[src/design/dds_pkg.sv]
// ----------------------------------------------------------------------------
// dds_pkg: shared definitions for the decimal digit square root
// Place counts, field widths, power-of-ten helper, microcode encoding and
// the control program of the sequencer.
// ----------------------------------------------------------------------------
`default_nettype none

package dds_pkg;

	// decimal places of the root
	localparam int INT_PLACES  = 5;
	localparam int FRAC_PLACES = 4;
	localparam int PLACES      = INT_PLACES + FRAC_PLACES;

	// field and datapath widths
	localparam int RAD_W   = 60;
	localparam int ROOT_W  = 30;
	localparam int ACC_W   = RAD_W + 2;
	localparam int MUL_W   = 2 * ROOT_W;
	localparam int PLACE_W = $clog2(PLACES);
	localparam int DIG_W   = 4;
	localparam int PC_W    = 3;

	// power of ten, only called with constant arguments
	function automatic logic [63:0] pow10(input int unsigned n);
		logic [63:0] v;
		v = 64'd1;
		for (int unsigned i = 0; i < n; i++) begin
			v = v * 64'd10;
		end
		return v;
	endfunction

	localparam logic [63:0]       SAT_LIMIT  = pow10(2 * PLACES);
	localparam logic [ROOT_W-1:0] ROOT_NINES = ROOT_W'(pow10(PLACES) - 64'd1);
	localparam logic [DIG_W-1:0]  DIG_MAX    = DIG_W'(9);

	// datapath operation of one microcode step
	typedef enum logic [2:0] {
		OP_NOP,
		OP_LOAD,   // take a request, clear root
		OP_MUL,    // root times place step
		OP_INC,    // first trial increment
		OP_TRIAL,  // try next digit, commit when it fits
		OP_NEXT,   // advance to the next lower place
		OP_EMIT    // write the output register
	} op_t;

	// jump condition; when true the step counter loads the target
	typedef enum logic [2:0] {
		COND_NONE,
		COND_ALWAYS,
		COND_NO_IN,
		COND_SAT,
		COND_FIT,
		COND_NOT_LAST,
		COND_OUT_BUSY
	} cond_t;

	typedef struct packed {
		op_t             op;
		cond_t           cond;
		logic [PC_W-1:0] target;
	} uword_t;

	// datapath flags seen by the sequencer
	typedef struct packed {
		logic in_valid;
		logic sat;
		logic fit;
		logic last;
		logic out_busy;
	} dds_status_t;

	// step addresses
	localparam logic [PC_W-1:0] PC_LOAD  = 3'd0;
	localparam logic [PC_W-1:0] PC_CHECK = 3'd1;
	localparam logic [PC_W-1:0] PC_MUL   = 3'd2;
	localparam logic [PC_W-1:0] PC_INC   = 3'd3;
	localparam logic [PC_W-1:0] PC_TRIAL = 3'd4;
	localparam logic [PC_W-1:0] PC_NEXT  = 3'd5;
	localparam logic [PC_W-1:0] PC_EMIT  = 3'd6;
	localparam logic [PC_W-1:0] PC_RET   = 3'd7;

	// control program
	function automatic uword_t ucode(input logic [PC_W-1:0] pc);
		uword_t w;
		unique case (pc)
			PC_LOAD:  w = '{op: OP_LOAD,  cond: COND_NO_IN,    target: PC_LOAD};
			PC_CHECK: w = '{op: OP_NOP,   cond: COND_SAT,      target: PC_EMIT};
			PC_MUL:   w = '{op: OP_MUL,   cond: COND_NONE,     target: PC_LOAD};
			PC_INC:   w = '{op: OP_INC,   cond: COND_NONE,     target: PC_LOAD};
			PC_TRIAL: w = '{op: OP_TRIAL, cond: COND_FIT,      target: PC_TRIAL};
			PC_NEXT:  w = '{op: OP_NEXT,  cond: COND_NOT_LAST, target: PC_MUL};
			PC_EMIT:  w = '{op: OP_EMIT,  cond: COND_OUT_BUSY, target: PC_EMIT};
			PC_RET:   w = '{op: OP_NOP,   cond: COND_ALWAYS,   target: PC_LOAD};
			default:  w = '{op: OP_NOP,   cond: COND_ALWAYS,   target: PC_LOAD};
		endcase
		return w;
	endfunction

endpackage

`default_nettype wire

[src/design/dds_seq.sv]
// ----------------------------------------------------------------------------
// dds_seq: microcode sequencer
// Step counter over the control program; conditional jumps on datapath flags.
// ----------------------------------------------------------------------------
`default_nettype none

module dds_seq (
	input  wire logic                 clk,
	input  wire logic                 arst_n,
	input  wire dds_pkg::dds_status_t status,
	output dds_pkg::uword_t           uword
);

	logic [dds_pkg::PC_W-1:0] pc_q;
	logic                     jump;

	assign uword = dds_pkg::ucode(pc_q);

	// jump condition select
	always_comb begin
		unique case (uword.cond)
			dds_pkg::COND_NONE:     jump = 1'b0;
			dds_pkg::COND_ALWAYS:   jump = 1'b1;
			dds_pkg::COND_NO_IN:    jump = !status.in_valid;
			dds_pkg::COND_SAT:      jump = status.sat;
			dds_pkg::COND_FIT:      jump = status.fit;
			dds_pkg::COND_NOT_LAST: jump = !status.last;
			dds_pkg::COND_OUT_BUSY: jump = status.out_busy;
			default:                jump = 1'b1;
		endcase
	end

	// step counter
	always_ff @(posedge clk or negedge arst_n) begin
		if (!arst_n) begin
			pc_q <= dds_pkg::PC_LOAD;
		end else if (jump) begin
			pc_q <= uword.target;
		end else begin
			pc_q <= pc_q + dds_pkg::PC_W'(1);
		end
	end

endmodule

`default_nettype wire

[src/design/decimal_digit_square_root.sv]
// ----------------------------------------------------------------------------
// decimal_digit_square_root: truncated square root, one decimal place at a time
// Microcoded sequencer over a datapath with one multiplier and one subtractor.
// ----------------------------------------------------------------------------
// Flow: an accepted request goes to a check step; a saturated radicand goes
// straight to the emit step. Otherwise each of the nine places, highest first,
// runs a multiply step, a setup step, a trial step for each digit value up to
// the first that does not fit, and an advance step; then the emit step writes
// the result. A new request is taken only after the emit step. The output
// register lets the next request start while a result waits.
// Reset: asynchronous, active low; returns to idle with no result pending.
`default_nettype none

module decimal_digit_square_root (
	input  wire logic                        clk,
	input  wire logic                        arst_n,
	input  wire logic                        in_valid,
	output logic                             in_ready,
	input  wire logic [dds_pkg::RAD_W-1:0]   radicand,
	output logic                             out_valid,
	input  wire logic                        out_ready,
	output logic      [dds_pkg::ROOT_W-1:0]  root,
	output logic                             saturated
);

	localparam int TBL_N = 2 ** dds_pkg::PLACE_W;

	dds_pkg::uword_t      uword;
	dds_pkg::dds_status_t status;

	logic [dds_pkg::RAD_W-1:0]   rem_q;
	logic [dds_pkg::ROOT_W-1:0]  acc_root_q;
	logic                        sat_q;
	logic [dds_pkg::PLACE_W-1:0] place_q;
	logic [dds_pkg::DIG_W-1:0]   dig_q;
	logic [dds_pkg::MUL_W-1:0]   prod_q;
	logic [dds_pkg::ACC_W-1:0]   inc_q;
	logic [dds_pkg::ROOT_W-1:0]  root_q;
	logic                        saturated_q;
	logic                        out_valid_q;

	logic [dds_pkg::ROOT_W-1:0]  step_tbl [TBL_N];
	logic [dds_pkg::ACC_W-1:0]   sq_tbl   [TBL_N];
	logic [dds_pkg::ACC_W-1:0]   sq2_tbl  [TBL_N];

	logic [dds_pkg::ROOT_W-1:0]  step_cur;
	logic [dds_pkg::MUL_W-1:0]   mul_res;
	logic                        accept;
	logic                        fit;
	logic                        out_busy;

	// place step s, s squared and twice s squared, highest place first
	for (genvar k = 0; k < TBL_N; k++) begin : g_tbl
		localparam logic [63:0] S = (k < dds_pkg::PLACES) ?
			dds_pkg::pow10((k < dds_pkg::PLACES) ? (dds_pkg::PLACES - 1 - k) : 0) : 64'd0;
		assign step_tbl[k] = dds_pkg::ROOT_W'(S);
		assign sq_tbl[k]   = dds_pkg::ACC_W'(S * S);
		assign sq2_tbl[k]  = dds_pkg::ACC_W'((S * S) << 1);
	end

	assign step_cur = step_tbl[place_q];
	assign mul_res  = dds_pkg::MUL_W'(acc_root_q) * dds_pkg::MUL_W'(step_cur);

	// handshake and flags
	assign in_ready = (uword.op == dds_pkg::OP_LOAD);
	assign accept   = in_valid && in_ready;
	assign out_busy = out_valid_q && !out_ready;
	assign fit      = (dig_q != dds_pkg::DIG_MAX) &&
	                  (inc_q <= dds_pkg::ACC_W'(rem_q));

	assign status.in_valid = in_valid;
	assign status.sat      = sat_q;
	assign status.fit      = fit;
	assign status.last     = (place_q == dds_pkg::PLACE_W'(dds_pkg::PLACES - 1));
	assign status.out_busy = out_busy;

	dds_seq u_seq (
		.clk    (clk),
		.arst_n (arst_n),
		.status (status),
		.uword  (uword)
	);

	// datapath: remainder, root, trial increment
	always_ff @(posedge clk) begin
		unique case (uword.op)
			dds_pkg::OP_LOAD: begin
				if (accept) begin
					rem_q      <= radicand;
					acc_root_q <= '0;
					sat_q      <= ({4'd0, radicand} >= dds_pkg::SAT_LIMIT);
				end
			end
			dds_pkg::OP_MUL: begin
				prod_q <= mul_res;
			end
			dds_pkg::OP_INC: begin
				// first increment: 2*root*s + s*s
				inc_q <= (dds_pkg::ACC_W'(prod_q) << 1) + sq_tbl[place_q];
				dig_q <= '0;
			end
			dds_pkg::OP_TRIAL: begin
				if (fit) begin
					rem_q      <= rem_q - dds_pkg::RAD_W'(inc_q);
					inc_q      <= inc_q + sq2_tbl[place_q];
					acc_root_q <= acc_root_q + step_cur;
					dig_q      <= dig_q + dds_pkg::DIG_W'(1);
				end
			end
			default: begin
			end
		endcase
	end

	// place counter
	always_ff @(posedge clk or negedge arst_n) begin
		if (!arst_n) begin
			place_q <= '0;
		end else if (accept) begin
			place_q <= '0;
		end else if (uword.op == dds_pkg::OP_NEXT && !status.last) begin
			place_q <= place_q + dds_pkg::PLACE_W'(1);
		end
	end

	// output register
	always_ff @(posedge clk or negedge arst_n) begin
		if (!arst_n) begin
			out_valid_q <= 1'b0;
		end else if (uword.op == dds_pkg::OP_EMIT && !out_busy) begin
			out_valid_q <= 1'b1;
		end else if (out_ready) begin
			out_valid_q <= 1'b0;
		end
	end

	always_ff @(posedge clk) begin
		if (uword.op == dds_pkg::OP_EMIT && !out_busy) begin
			root_q      <= sat_q ? dds_pkg::ROOT_NINES : acc_root_q;
			saturated_q <= sat_q;
		end
	end

	assign out_valid = out_valid_q;
	assign root      = root_q;
	assign saturated = saturated_q;

endmodule

`default_nettype wire
[config.mk]
export PLATFORM = sky130hd
export DESIGN_NAME = decimal_digit_square_root
export DESIGN_NICKNAME = d
export VERILOG_FILES = /design/src/design/dds_pkg.sv /design/src/design/dds_seq.sv /design/src/design/decimal_digit_square_root.sv
export SDC_FILE = /design/constraint.sdc
export NUM_CORES = 2
export LEC_CHECK = 0
export ABC_AREA = 1
export BUFFER_PORTS_ARGS = -buffer_cell sky130_fd_sc_hd__buf_2
export CAP_MARGIN = 20
export CORE_MARGIN = 5
export CORE_UTILIZATION = 60
export CTS_CLUSTER_DIAMETER = 120
export DETAILED_ROUTE_END_ITERATION = 16
export GPL_TIMING_DRIVEN = 0
export PLACE_DENSITY = 0.8
export SLEW_MARGIN = 0
export SYNTH_ARGS = -nofsm -noshare
export SYNTH_HDL_FRONTEND = slang
export SYNTH_SLANG_ARGS = --single-unit
[constraint.sdc]
create_clock -name clk -period 8.4 [get_ports clk]
set_input_delay 0.42 -clock clk [delete_from_list [all_inputs] [get_ports clk]]
set_output_delay 0.42 -clock clk [all_outputs]
set_load 0.1 [all_outputs]
# Yosys cells after proc, flatten, opt, wreduce, memory -nomap -nowiden

Memory sizes are Yosys's and may differ from the RTL's.
Index checks and enable logic that the tools add are counted.

Muxes and demuxes: 22
Multipliers: 1
Reductions and logical operators: 17
Bitwise operators: 1
Add/sub/neg operators: 7
Eq/ne operators: 15
Magnitude comparators: 3

Operators by type and width:

| operator                                                               | number |
|---|---|
| 62-bit two-way mux                                                     | 5 |
| 62-bit one-hot mux with 2 select lines                                 | 1 |
| 30-bit two-way mux                                                     | 4 |
| 60-bit two-way mux                                                     | 2 |
| 60-bit one-hot mux with 2 select lines                                 | 1 |
| 61-bit by 62-bit adder with 62-bit output                              | 1 |
| 62-bit adder                                                           | 1 |
| 62-bit by 60-bit less-or-equal comparator with 1-bit output            | 1 |
| 60-bit >= comparator (second input constant)                           | 1 |
| 30-bit by 30-bit multiplier with 60-bit output                         | 1 |
| 30-bit one-hot mux with 2 select lines                                 | 1 |
| 60-bit subtractor                                                      | 1 |
| 30-bit adder                                                           | 1 |
| 3-bit equality test (second input constant)                            | 6 |
| 3-bit by 2-bit equality test with 1-bit output (second input constant) | 4 |
| 4-bit two-way mux                                                      | 3 |
| 4-bit by 1-bit adder with 4-bit output (second input constant)         | 2 |
| 4-bit one-hot mux with 2 select lines                                  | 1 |
| 2-bit nonzero test                                                     | 4 |
| 1-bit one-hot mux with 6 select lines                                  | 1 |
| 5-bit >= comparator (second input constant)                            | 1 |
| 1-bit logical AND                                                      | 5 |
| 4-bit inverter with 5-bit output                                       | 1 |
| 4-bit equality test (second input constant)                            | 1 |
| 11 further kinds                                                       | 16 |

ROM bits: 2528
Bits in registers: 256
Output and inout bits: 33
Word-level logic and storage cells: 81
Memories: 4
Bits of input ports: 64

Memories:

| name            | depth | bits a word | rd ports | clocked after memory_dff | write ports | RTL line                         | text |
|---|---|---|---|---|---|---|---|
| (no name shown) | 16    | 62          | 1        | 0                        | 0           | decimal_digit_square_root.sv:105 | `inc_q <= inc_q + sq2_tbl[place_q];` |
| (no name shown) | 16    | 62          | 1        | 0                        | 0           | decimal_digit_square_root.sv:99  | `inc_q <= (dds_pkg::ACC_W'(prod_q) << 1) + sq_tbl[place_q];` |
| (no name shown) | 16    | 30          | 1        | 0                        | 0           | decimal_digit_square_root.sv:61  | `assign step_cur = step_tbl[place_q];` |
| (no name shown) | 8     | 8           | 1        | 0                        | 0           | dds_pkg.sv:88                    | `unique case (pc)` |

# Logic depth before layout (Yosys ltp)

Depth in word-level cells: 7
Mapped depth: 40
Mapped depth without buffers: 38

# Cells and area by module

From an unflattened synthesis, not the netlist that was laid out.

Cell total of the unflattened synthesis: 7907
Area total of the unflattened synthesis: 54273.3 um^2

By module, submodules not included:

| module                    | instances | seq. area each (um^2) | area each (um^2) | cells each |
|---|---|---|---|---|
| decimal_digit_square_root | 1         | 7572.3                | 53766.6          | 7834 |
| dds_seq                   | 1         | 75.1                  | 506.7            | 73 |

# Least setup slack after synthesis

OpenSTA, ideal clock, no wires.

Path kind: register to register
Start point: reg place_q[0] (netlist bit)
End point: reg prod_q[47] (netlist bit) (data pin)
Setup time: 0.256 ns
Data arrival time: 8.057 ns
Stages on the path, launching flop included: 38
Clock period less this slack: 8.313 ns
Path slack: 0.087 ns
Data required time: 8.144 ns
Path buffers: 1
Path through: dfrtp_1 > inv_1 > ha_1 > inv_1 > nor2_2 > inv_2 > nor2_1 > nor2_1 > inv_2 > buf_2 > ha_1 > inv_1 > fa_1 > inv_1 > fa_1 > fa_1 > inv_1 > fa_1 > [... 2 more ...] > fa_1 > fa_1 > inv_1 > fa_1 > inv_1 > ha_1 > nand2_1 > nor2_1 > inv_1 > nor2_1 > nand3_1 > nand3b_1 > nand3_1 > nand2_1 > inv_1 > nor2_1 > nand2_1 > nand2_1

Longest elaborated chain between the ends: 5

RTL lines:

| element                                                | RTL line                         | text |
|---|---|---|
| start, declared                                        | decimal_digit_square_root.sv:34  | `logic [dds_pkg::PLACE_W-1:0] place_q;` |
| start signal, assigned                                 | decimal_digit_square_root.sv:122 | `place_q <= place_q + dds_pkg::PLACE_W'(1);` |
| 4-bit inverter with 5-bit output (implied by the code) | decimal_digit_square_root.sv:61  |  |
| memory read 16 x 30 bit                                | n/a                              |  |
| 30-bit two-way mux (implied by the code) (2 in series) | decimal_digit_square_root.sv:61  |  |
| 30-bit by 30-bit multiplier with 60-bit output         | decimal_digit_square_root.sv:62  | `assign mul_res = dds_pkg::MUL_W'(acc_root_q) * dds_pkg::MUL_W'(step_cur);` |
| via mul_res (one bit)                                  | decimal_digit_square_root.sv:47  | `logic [dds_pkg::MUL_W-1:0] mul_res;` |
| end signal, assigned                                   | decimal_digit_square_root.sv:95  | `prod_q <= mul_res;` |
| end, declared                                          | decimal_digit_square_root.sv:36  | `logic [dds_pkg::MUL_W-1:0] prod_q;` |

The timed path passes the listed nets, and every way through them passes these cells. The select of a mux whose other input is x is not followed.
A chain may end at the register's enable or synchronous reset.

# Worst setup path in the final report

Start point: reg acc_root_q[10] (netlist bit)
End point: reg prod_q[45] (netlist bit) (data pin)

Longest elaborated chain between the ends: 1

RTL lines:

| element                                        | RTL line                         | text |
|---|---|---|
| start, declared                                | decimal_digit_square_root.sv:32  | `logic [dds_pkg::ROOT_W-1:0] acc_root_q;` |
| start signal, assigned                         | decimal_digit_square_root.sv:106 | `acc_root_q <= acc_root_q + step_cur;` |
| 30-bit by 30-bit multiplier with 60-bit output | decimal_digit_square_root.sv:62  |  |
| via mul_res (one bit)                          | decimal_digit_square_root.sv:47  |  |

The timed path passes the listed nets, and every way through them passes these cells.

==> results.py <==
metrics = {
    "outcome": {
        "outcome": "finished, violations left",
        "violations": "setup timing",
    },
    "drt": {
        "route.met3.wl_mm": 34.8,
        "route.vias.total": 51300,
        "detail-route-antenna-nets": 0,
        "wire_length_on_met2_mm": 86.9,
        "finalWirelength_mm": 217,
        "vias_per_cell": 6.06,
        "drc": 0,
        "first_iter_violations": 7039,
        "first_pass_iters": 10,
        "route.detailed.wl_per_inst_um": 25.7,
        "topRoutingLayerUsed": "met5",
        "detail_route.wirelength.met1_mm": 78.9,
    },
    "synth": {
        "synth_edf_count": 248,
        "syn-cell-area_mm2": 0.0517,
        "synthArstFlopShare_pct": 3.13,
        "synth_warnings": 0,
        "synth.ff_latch_count": 256,
        "sequential_fraction_of_the_synthesis_area_pct": 14.8,
        "ys_top_cells_by_area": "sky130_fd_sc_hd__fa_1 25%, sky130_fd_sc_hd__edfxtp_1 14%, sky130_fd_sc_hd__ha_1 14%, sky130_fd_sc_hd__inv_1 11%, sky130_fd_sc_hd__nand2_1 9.7%",
        "yosysUniqueCellTypes": 59,
        "yosys_most_used_dff": "sky130_fd_sc_hd__edfxtp_1",
        "netlist.top_cell.by_area": "sky130_fd_sc_hd__fa_1",
        "syn_nets": 8339,
        "syn-mean-instance-area_um2": 7.31,
        "synth_top_area_share_pct": 24.8,
        "synth_most_common_cell": "sky130_fd_sc_hd__inv_1",
        "netlist_top_cells_count": "1530 x sky130_fd_sc_hd__inv_1, 1340 x sky130_fd_sc_hd__nand2_1, 1013 x sky130_fd_sc_hd__nor2_1, 641 x sky130_fd_sc_hd__fa_1, 560 x sky130_fd_sc_hd__ha_1",
        "post_synth_inst_count": 7074,
    },
    "clocking": {
        "cts_buffers": 37,
        "cts_sinks": 256,
        "htreeDepth": 2,
        "cts_root_buffer": "sky130_fd_sc_hd__clkbuf_16",
        "clk_latency_ps": 650,
        "cts_buffer_depth": 3,
        "cts_tree": "built",
        "worst_setup_hold_path_clk_slew_ps": 60,
    },
    "global_route": {
        "first_pass_grt_wire_length_mm": 312,
        "first_global_vias": 50000,
        "grt_usage_pct": 46.5,
        "grt_start_max_net_pins": 40,
        "antenna_found_initial": 19,
        "globalRouteOverflowTotal": 0,
    },
    "sta": {
        "finClkSkew_ps": 33.5,
        "slew-limit-headroom_pct": 20.5,
        "report.final.hold_viol_count": 0,
        "timing.final.max_slew_violations": 0,
        "grt_setup_unrepaired": "yes",
        "timing.hold.ws_ps": 77.0,
        "finalWorstPathRequiredPeriod_ps": 8420,
        "timing.final.setup_violations": 1,
        "achievable_freq_mhz": 119,
        "timing.final.ws_setup_ps": -20.0,
        "fin_crit_sh_pct": 100,
        "worst-slew-pin-transition_ps": 1190,
    },
    "worst_hold_path": {
        "hp-class": "input pin to flip-flop",
        "whs_path_depth": 3,
        "whs_endpoint": "rem_q[37]",
        "min-delay-start": "radicand[37]",
    },
    "floorplan": {
        "die_height_um": 304,
        "placeableCoreArea_mm2": 0.0854,
        "floorplan.die_area_mm2": 0.0922,
        "design.portCount": 97,
        "number_of_cell_rows": 107,
        "die_width_um": 304,
        "starting_density_of_the_core_pct": 60.5,
    },
    "placement": {
        "dpl_cell_area_mm2": 0.0539,
        "place_worst_setup_slack_ps": -1940,
        "numPortBuffers": 96,
        "gp_congestion": 1.11,
        "post-dp-hpwl_mm": 182,
        "placed_cells": 8328,
    },
    "critical_path": {
        "critPathCaptureType": "flip-flop",
        "timing.critical_path.slowest_cell_delay_ps": 630,
        "cp.required_ps": 8760,
        "worst_path_cell_with_the_longest_stage_delay": "sky130_fd_sc_hd__clkbuf_1",
        "regToRegEndpoint": "prod_q[45]",
        "setup.reg_to_reg.worst_slack_ps": -20,
        "critPathMostFrequentCell": "sky130_fd_sc_hd__fa_1",
        "worst_ep_arrival_time_ps": 8780,
        "setup.worst_path.class": "flip-flop to flip-flop",
        "crit-reg2reg-launch": "acc_root_q[10]",
        "crit_fanout": 10,
        "start_kind": "flip-flop",
        "reg2reg_depth": 26,
    },
    "job": {
        "max_cap_violations": 0,
    },
    "finish": {
        "final_area_mm2": 0.0565,
        "nNetsFinal": 8535,
        "area_delta_synth_final_pct": 9.30,
        "fin_cells": 8463,
        "post_route_cells_drive_above_1_share_pct": 7.12,
    },
}
registers in the layout (all words and copies together), names as in the netlist:
name and flops:
place_q 4, dig_q 4, prod_q 60, inc_q 62, saturated 1, out_valid 1, rem_q 60, acc_root_q 30
root 30, u_seq.pc_q 3, sat_q 1
metal layers:
layer	GRT usage, %	vias up
met5	0	-
met4	26.5	24
met3	21.9	941
met2	66.0	3826
met1	58.3	24100
li1	-	22400
kinds of logic (layout without fill, tap and decap cells):
| logic type | count (synthesis) | in the layout | share of synthesized area [%] |
|---|---|---|---|
| AO/OA/AOI/OAI | 941 | 941 | 9.97 |
| XOR/XNOR | 88 | 88 | 1.49 |
| adder cells (fa/ha/maj) | 1201 | 1201 | 38.4 |
| buffers and inverters | 1698 | 1922 | 12.4 |
| flip-flops | 256 | 256 | 14.8 |
| other | 0 | 20 | 0 |
| AND/OR/NAND/NOR | 2890 | 2891 | 23.0 |
placed cells by master (no fill, tap or decap), drive strengths merged, types with 26 or more instances in the layout:
cell type	synthesis	final
nand4	70	70
buf	41	200
o21bai	47	47
nor2	1047	1048
clkbuf	77	114
nor3	53	53
xnor2	35	35
a31oi	26	26
edfxtp	248	248
ha	560	560
nand2	1355	1355
nand3	289	289
inv	1563	1562
fa	641	641
xor2	53	53
o21ai	379	379
a21oi	406	406
stage by stage:
step           setup TNS (ps)  util, %
2_1_floorplan               0        -
3_3_place_gp          -338030     62.8
3_5_place_dp           -75120     63.1
4_1_cts                     0     65.4
5_1_grt                  -455     66.1
6_report                -20.0     66.2
final cells by class:
cell class / instances / area, µm²
fill: 7464 / 28900
antenna: 20 / 50.0
tap: 1144 / 1430
sequential: 256 / 7650
clock inverter: 26 / 398
clock buffer: 42 / 945
timing repair buffer: 157 / 1100
inverter: 1580 / 5990
buffer: 117 / 629
multi-input combinational: 5121 / 38300
timing repair:
item,4_1_cts,5_1_grt
gates resized for setup,132,130
cloned,1,0
endpoints found under the setup margin,49,43
pin swaps,8,16
hold endpoints to repair,9,0
hold buffers,2,0
buffers inserted,20,25
worst max path at each step:
stage | startpoint | end
floorplan | place_q[0] | prod_q[47]
finish | acc_root_q[10] | prod_q[45]
global placement | place_q[0] | prod_q[45]
global route | place_q[0] | prod_q[47]
detailed placement | place_q[0] | prod_q[45]
CTS | place_q[1] | prod_q[47]
worst max-delay path: cells and delay by family, from the launching register on:
family / cells / cell delay (ps)
DFF: 1 / 370
adders and majority gates: 9 / 4350
buffers and inverters: 7 / 1560
and+or+nand+nor: 6 / 1010
AOI/OAI and AO/OA: 4 / 830
Power is left out: the tool's default activity adds up to more than one toggle a clock period on the data nets, which glitch-free logic cannot reach.
